$ cat config.mk
export PLATFORM = sky130hd
export DESIGN_NAME = otas_ctrl
export DESIGN_NICKNAME = d
export VERILOG_FILES = /design/src/hdl/assert_macros.svh /design/src/hdl/otas_pkg.sv /design/src/hdl/otas_ctrl.sv
export SDC_FILE = /design/constraint.sdc
export NUM_CORES = 1
export LEC_CHECK = 0
export BUFFER_PORTS_ARGS = -buffer_cell sky130_fd_sc_hd__clkbuf_2
export CORE_AREA = 3 3 68 70
export DETAILED_ROUTE_END_ITERATION = 6
export DIE_AREA = 0 0 71 73
export PLACE_DENSITY = 0.54
export REMOVE_ABC_BUFFERS = 1
export SLEW_MARGIN = 25
export SYNTH_ARGS = -nofsm -noshare
export SYNTH_HDL_FRONTEND = slang
export SYNTH_SLANG_ARGS = --single-unit
$ cat constraint.sdc
create_clock -name clk_i -period 4.9 [get_ports clk_i]
set_input_delay 0.735 -clock clk_i [delete_from_list [all_inputs] [get_ports clk_i]]
set_output_delay 0.735 -clock clk_i [all_outputs]
set_load 0.01 [all_outputs]
$ cat src/hdl/assert_macros.svh
// ---------------------------------------------------------------------------
// Assertion macros
// Shared concurrent assertion helpers; they expand to nothing when SYNTH is set.
// ---------------------------------------------------------------------------
`ifndef ASSERT_MACROS_SVH
`define ASSERT_MACROS_SVH
`ifndef SYNTH
// Checks that ante implies cons in the same cycle.
`define ASSERT_IMPLIES(name, clk, rst_n, ante, cons) \
  name: assert property (@(posedge clk) disable iff (!rst_n) (ante) |-> (cons)) \
    else $error("assertion failed");
// Checks that ante implies cons in the next cycle.
`define ASSERT_NEXT(name, clk, rst_n, ante, cons) \
  name: assert property (@(posedge clk) disable iff (!rst_n) (ante) |=> (cons)) \
    else $error("assertion failed");
`else
`define ASSERT_IMPLIES(name, clk, rst_n, ante, cons)
`define ASSERT_NEXT(name, clk, rst_n, ante, cons)
`endif
`endif

$ cat src/hdl/otas_pkg.sv
// ---------------------------------------------------------------------------
// Obstacle to audio source package
// Shared types, command codes and constant tables.
// ---------------------------------------------------------------------------
`timescale 1ns / 1ps
package otas_pkg;

  // Configuration register indexes.
  localparam logic [1:0] CFG_MIN_MASS       = 2'd0;
  localparam logic [1:0] CFG_MAX_DEPTH      = 2'd1;
  localparam logic [1:0] CFG_INV_PROX_DECAY = 2'd2;
  localparam logic [1:0] CFG_INV_REF_MASS   = 2'd3;

  // 0.01 m in Q16.16.
  localparam logic signed [31:0] DEPTH_FLOOR = 32'sd655;
  // ln(2) in Q16.16.
  localparam logic [19:0] LN2_Q16 = 20'd45426;
  // 21 * ln(2): at or above this exponent the proximity is zero.
  localparam logic [47:0] PROX_LIMIT = 48'd953946;
  localparam logic [30:0] ONE_Q30 = 31'h4000_0000;
  localparam logic [16:0] ONE_Q16 = 17'd65536;
  localparam int unsigned CORDIC_STEPS = 16;

  localparam logic [16:0] ATAN_TAB [CORDIC_STEPS] = '{
    17'd51472, 17'd30386, 17'd16055, 17'd8150, 17'd4091, 17'd2047, 17'd1024, 17'd512,
    17'd256, 17'd128, 17'd64, 17'd32, 17'd16, 17'd8, 17'd4, 17'd2
  };

  // ceil(2^33 / k) for the divisors that are not powers of two.
  localparam logic [31:0] RECIP_M [9] = '{
    32'd0, 32'd0, 32'd0, 32'd2863311531, 32'd0,
    32'd1717986919, 32'd1431655766, 32'd1227133514, 32'd0
  };

  typedef enum logic [4:0] {
    OP_IDLE,
    OP_POSE_WR,
    OP_LOAD,
    OP_XF_MUL,
    OP_XF_ACC,
    OP_CONF_MUL,
    OP_PROX_MUL,
    OP_PROX_A,
    OP_DIV_STEP,
    OP_HORNER_MUL,
    OP_HORNER_DIV,
    OP_HORNER_SUB,
    OP_PROX_FIN,
    OP_CORDIC_INIT,
    OP_CORDIC_STEP,
    OP_EMIT,
    OP_FINISH
  } op_e;

  typedef struct packed {
    op_e        op;
    logic [1:0] row;
    logic [1:0] col;
    logic [3:0] k;
    logic [3:0] step;
  } cmd_t;

  typedef struct packed {
    logic qualify;
    logic depth_ok;
    logic big;
    logic rem_ge;
  } stat_t;

  function automatic logic k_pow2(input logic [3:0] k);
    return (k == 4'd1) || (k == 4'd2) || (k == 4'd4) || (k == 4'd8);
  endfunction

  function automatic logic [1:0] k_log2(input logic [3:0] k);
    logic [1:0] r;
    case (k)
      4'd2:    r = 2'd1;
      4'd4:    r = 2'd2;
      4'd8:    r = 2'd3;
      default: r = 2'd0;
    endcase
    return r;
  endfunction

endpackage

$ cat src/hdl/otas_ctrl.sv
// ---------------------------------------------------------------------------
// Obstacle to audio source controller
// Sequences one transaction at a time through the datapath.
// ---------------------------------------------------------------------------
`timescale 1ns / 1ps
module otas_ctrl (
  input  logic            clk_i,
  input  logic            rst_ni,
  input  logic            in_valid_i,
  output logic            in_ready_o,
  input  logic            func_i,
  output logic            out_valid_o,
  input  logic            out_ready_i,
  input  otas_pkg::stat_t stat_i,
  output otas_pkg::cmd_t  cmd_o
);
  import otas_pkg::*;

  typedef enum logic [4:0] {
    S_IDLE, S_CHECK, S_XMUL, S_XACC, S_DEPTH, S_CMUL, S_PMUL, S_PA, S_DIV,
    S_H1, S_H2, S_H3, S_PFIN, S_CINIT, S_CORD, S_EMIT, S_FIN
  } state_e;

  state_e state_q;
  logic [1:0] row_q, col_q;
  logic [3:0] k_q, step_q;
  logic out_valid_q;
  logic out_free;

  assign in_ready_o  = (state_q == S_IDLE);
  assign out_valid_o = out_valid_q;
  assign out_free    = !out_valid_q || out_ready_i;

  always_comb begin
    cmd_o.row  = row_q;
    cmd_o.col  = col_q;
    cmd_o.k    = k_q;
    cmd_o.step = step_q;
    case (state_q)
      S_IDLE: begin
        if (in_valid_i) begin
          cmd_o.op = func_i ? OP_LOAD : OP_POSE_WR;
        end else begin
          cmd_o.op = OP_IDLE;
        end
      end
      S_XMUL:  cmd_o.op = OP_XF_MUL;
      S_XACC:  cmd_o.op = OP_XF_ACC;
      S_CMUL:  cmd_o.op = OP_CONF_MUL;
      S_PMUL:  cmd_o.op = OP_PROX_MUL;
      S_PA:    cmd_o.op = OP_PROX_A;
      S_DIV:   cmd_o.op = stat_i.big ? OP_IDLE : OP_DIV_STEP;
      S_H1:    cmd_o.op = OP_HORNER_MUL;
      S_H2:    cmd_o.op = OP_HORNER_DIV;
      S_H3:    cmd_o.op = OP_HORNER_SUB;
      S_PFIN:  cmd_o.op = OP_PROX_FIN;
      S_CINIT: cmd_o.op = OP_CORDIC_INIT;
      S_CORD:  cmd_o.op = OP_CORDIC_STEP;
      S_EMIT:  cmd_o.op = out_free ? OP_EMIT : OP_IDLE;
      S_FIN:   cmd_o.op = OP_FINISH;
      default: cmd_o.op = OP_IDLE;
    endcase
  end

  always_ff @(posedge clk_i or negedge rst_ni) begin
    if (!rst_ni) begin
      state_q     <= S_IDLE;
      row_q       <= '0;
      col_q       <= '0;
      k_q         <= '0;
      step_q      <= '0;
      out_valid_q <= 1'b0;
    end else begin
      if (state_q == S_EMIT && out_free) begin
        out_valid_q <= 1'b1;
      end else if (out_valid_q && out_ready_i) begin
        out_valid_q <= 1'b0;
      end
      case (state_q)
        S_IDLE: begin
          if (in_valid_i && func_i) begin
            state_q <= S_CHECK;
          end
        end
        S_CHECK: begin
          row_q   <= '0;
          col_q   <= '0;
          state_q <= stat_i.qualify ? S_XMUL : S_FIN;
        end
        S_XMUL: state_q <= S_XACC;
        S_XACC: begin
          if (col_q != 2'd2) begin
            col_q   <= col_q + 2'd1;
            state_q <= S_XMUL;
          end else if (row_q != 2'd2) begin
            col_q   <= '0;
            row_q   <= row_q + 2'd1;
            state_q <= S_XMUL;
          end else begin
            state_q <= S_DEPTH;
          end
        end
        S_DEPTH: state_q <= stat_i.depth_ok ? S_CMUL : S_FIN;
        S_CMUL:  state_q <= S_PMUL;
        S_PMUL:  state_q <= S_PA;
        S_PA:    state_q <= S_DIV;
        S_DIV: begin
          if (stat_i.big) begin
            state_q <= S_PFIN;
          end else if (!stat_i.rem_ge) begin
            k_q     <= 4'd8;
            state_q <= S_H1;
          end
        end
        S_H1: state_q <= S_H2;
        S_H2: begin
          if (!k_pow2(k_q)) begin
            state_q <= S_H3;
          end else if (k_q == 4'd1) begin
            state_q <= S_PFIN;
          end else begin
            k_q     <= k_q - 4'd1;
            state_q <= S_H1;
          end
        end
        S_H3: begin
          k_q     <= k_q - 4'd1;
          state_q <= S_H1;
        end
        S_PFIN: state_q <= S_CINIT;
        S_CINIT: begin
          step_q  <= '0;
          state_q <= S_CORD;
        end
        S_CORD: begin
          step_q <= step_q + 4'd1;
          if (step_q == 4'(CORDIC_STEPS - 1)) begin
            state_q <= S_EMIT;
          end
        end
        S_EMIT: begin
          if (out_free) begin
            state_q <= S_FIN;
          end
        end
        S_FIN:   state_q <= S_IDLE;
        default: state_q <= S_IDLE;
      endcase
    end
  end

endmodule

==> results by group <==
Status
  • Status: finished, final reports clean

Logic synthesis
  • Syn. warnings: 0
  • Async S/R FF share, synth: 100%
  • Mapped Area: 1410 sq um
  • Post-Syn Area per Cell: 8.04 sq um
  • Register area share after synthesis: 32.0%
  • Mapped Cells: 175
  • Area leader, netlist: dfrtp_1
  • Synth unique cells: 48
  • Yosys reg bits: 18
  • Post-synth top flop: dfrtp_1
  • Post-synth top area share: 32.0%
  • Largest cells by area after synthesis: dfrtp_1 32%, o21ai_0 6.0%, ha_1 5.3%
  • Post-synth EDFFs: 0

Worst setup path
  • Critical Path, Cell by Cell: inv_2 -> or3_1 -> a221o_1 -> o21ai_1 -> clkbuf_2
  • CP delay by family, top: flip-flops
  • WP data arrival: 2.24 ns
  • Reg2reg setup slack: 2.70 ns
  • Critical-path top delay cell: dfrtp_1
  • CP required: 4.16 ns
  • CP startpoint kind: flip-flop
  • WS Path Type: flip-flop to primary output
  • Buf/Inv on CP: 2
  • CP max FO: 20
  • Max incr delay on CP: 0.79 ns
  • CP endpoint kind: primary output

Clock network
  • # resized after CTS: 0
  • Clock latency on the worst-skew pair: 0.26 ns
  • CTS clock-pin slew for the worst setup and hold paths: 0.08 ns
  • Cts-stage hold buffer count: 0
  • CTS HTree Levels: 1
  • Clk sink count: 18
  • CTS buffer count: 3
  • CTS tree: done
  • CTS root buf: clkbuf_8
  • Post CTS Setup Buffer Count: 0
  • Clk buf depth: 2

Power and ir drop
  • Pwr Total: 0.741 mW
  • Static Leak: 0.696 nW
  • Worst vdd ir: 185 uV
  • Cell Pwr Density: 463 nW/um^2

Placement
  • Final HPWL from detailed placement: 2.62 mm
  • Gpl congestion: 0.846
  • Port Buffer Count: 27
  • Pre-CTS WS: 2.22 ns

STA
  • Worst setup margin: 1.92 ns
  • Worst Tran Pin Value: 0.950 ns
  • Unrepaired setup endpoints after global routing: no
  • Final setup violation count: 0
  • Slew Limit Fails: 0
  • Final Cycle Share: 60.7%
  • Endpoints failing hold: 0
  • Slew HR: 36.7%
  • Skew final: 0.00224 ns
  • Hold Slack: 0.419 ns
  • F_max: 336 MHz
  • Fin crit period: 2.98 ns
  • Setup TNS: 0 ns

Routing
  • Routed wire per std cell: 14.8 microns
  • Via count: 1393
  • DRT Wirelength: 3.61 mm
  • Antenna Nets Post-Route: 0
  • Pre-antenna DRT Iters: 4
  • Initial drt markers: 74
  • Number of vias per cell: 5.71
  • # DRC: 0

Die
  • Core Area: 4030 sq um
  • I/O pin cnt: 28
  • Die W: 71 microns
  • Rows: 23
  • Die extent in y: 73 microns
  • DIE AREA: 5180 sq um
  • Initial core utilization: 34.9%

Final layout
  • Share of post-route cells with drive strength above 1: 19.6%
  • Most common cell after layout, fill and taps aside: clkbuf_2
  • Nets: 210
  • Commonest non-fill, non-tap cells in the layout: 27 x clkbuf_2, 18 x nand2_1, 18 x dfrtp_1
  • Area Growth Syn to Fin: 13.9%
  • Fillers: 424
  • Antenna diodes: 0

GRT
  • Global Route Usage Sum: 14.0%
  • First-pass GRT wire length: 5.87 mm
  • Grt total ovfl: 0
  • Initial antenna violation count: 0
  • Largest net degree at the start of global routing: 36
  • Via count of the first global-routing pass: 1305

Flow run
  • MaxCap Viol Count: 0

Hold path
  • Hold Crit Class: input port to async pin
## per-layer routing
layer	GRT usage [%]	wire length, microns	share of wire, %	vias up
met5	0	0	0	-
met4	4.80	51	1.4	0
met3	3.03	160	4.4	6
met2	22.9	1740	48	35
met1	18.3	1660	46	671
li1	-	-	-	681
## stage by stage
step / instance area, sq um / util [%] / cells
after floorplan: 1350 / - / 163
after global placement: 1550 / 38.4 / 240
after detailed placement: 1550 / 38.4 / 240
after CTS: 1600 / 39.8 / 244
after global routing: 1600 / 39.8 / 244
final: 1600 / 39.8 / 244
## state kept, by name, summed over array words and instances (netlist names)
| signal | cells |
|---|---|
| state_q | 5 |
| k_q | 4 |
| step_q | 4 |
| col_q | 2 |
| row_q | 2 |
| out_valid_o | 1 |
## synthesized netlist by cell type, drive strengths merged, types with 2 or more instances
cell type and count:
a31oi 2, ha 6, o22ai 2, buf 6, nor2 10, nand3 8, o21bai 2, or3 4
nand2b 2, o21ai 18, nor3 10, nor2b 3, nor4 3, a21o 3, o31ai 3, nand2 18
clkbuf 6, o21a 3, dfrtp 18, nor3b 5, a211oi 2, inv 10, a311oi 2, a21oi 12
## final timing paths
| check | startpoint | end | cells past startpoint |
|---|---|---|---|
| worst max-delay path | state_q[1]$_DFFE_PN0P_ | cmd_o[12] | 5 |
| worst min-delay path | rst_ni | step_q[1]$_DFFE_PN0P_ | 1 |
| worst max register to register | state_q[0]$_DFFE_PN0P_ | k_q[3]$_DFFE_PN0P_ | 5 |
| worst min register to register | row_q[0]$_DFFE_PN0P_ | row_q[0]$_DFFE_PN0P_ | 1 |
| max in group asynchronous | rst_ni | state_q[2]$_DFFE_PN0P_ | 1 |
| min in group clk_i | row_q[0]$_DFFE_PN0P_ | row_q[0]$_DFFE_PN0P_ | 1 |
## area by class of cell
type                       instances  area, sq um  share of cell area, %
multi-input combinational        135          861                   53.7
sequential                        18          450                   28.1
timing repair buffer              27          135                   8.44
tap                               50         62.6                   3.91
clock buffer                       4         55.1                   3.44
inverter                          10         37.5                   2.34
## power by group
group	internal, mW	leakage [nW]	switching (mW)
logic	0.146	0.441	0.179
clock network	0.0715	0.0288	0.0574
registers	0.182	0.226	0.106
## cell families (layout without fill, tap and decap cells)
| group | after synthesis | after routing | share of synthesized area, % |
|---|---|---|---|
| and+or+nand+nor | 69 | 69 | 26.8 |
| DFF | 18 | 18 | 32.0 |
| AOI/OAI and AO/OA | 60 | 60 | 29.1 |
| buffers and inverters | 22 | 41 | 6.76 |
| adders and majority gates | 6 | 6 | 5.34 |
Power figures use the tool's default switching activity.
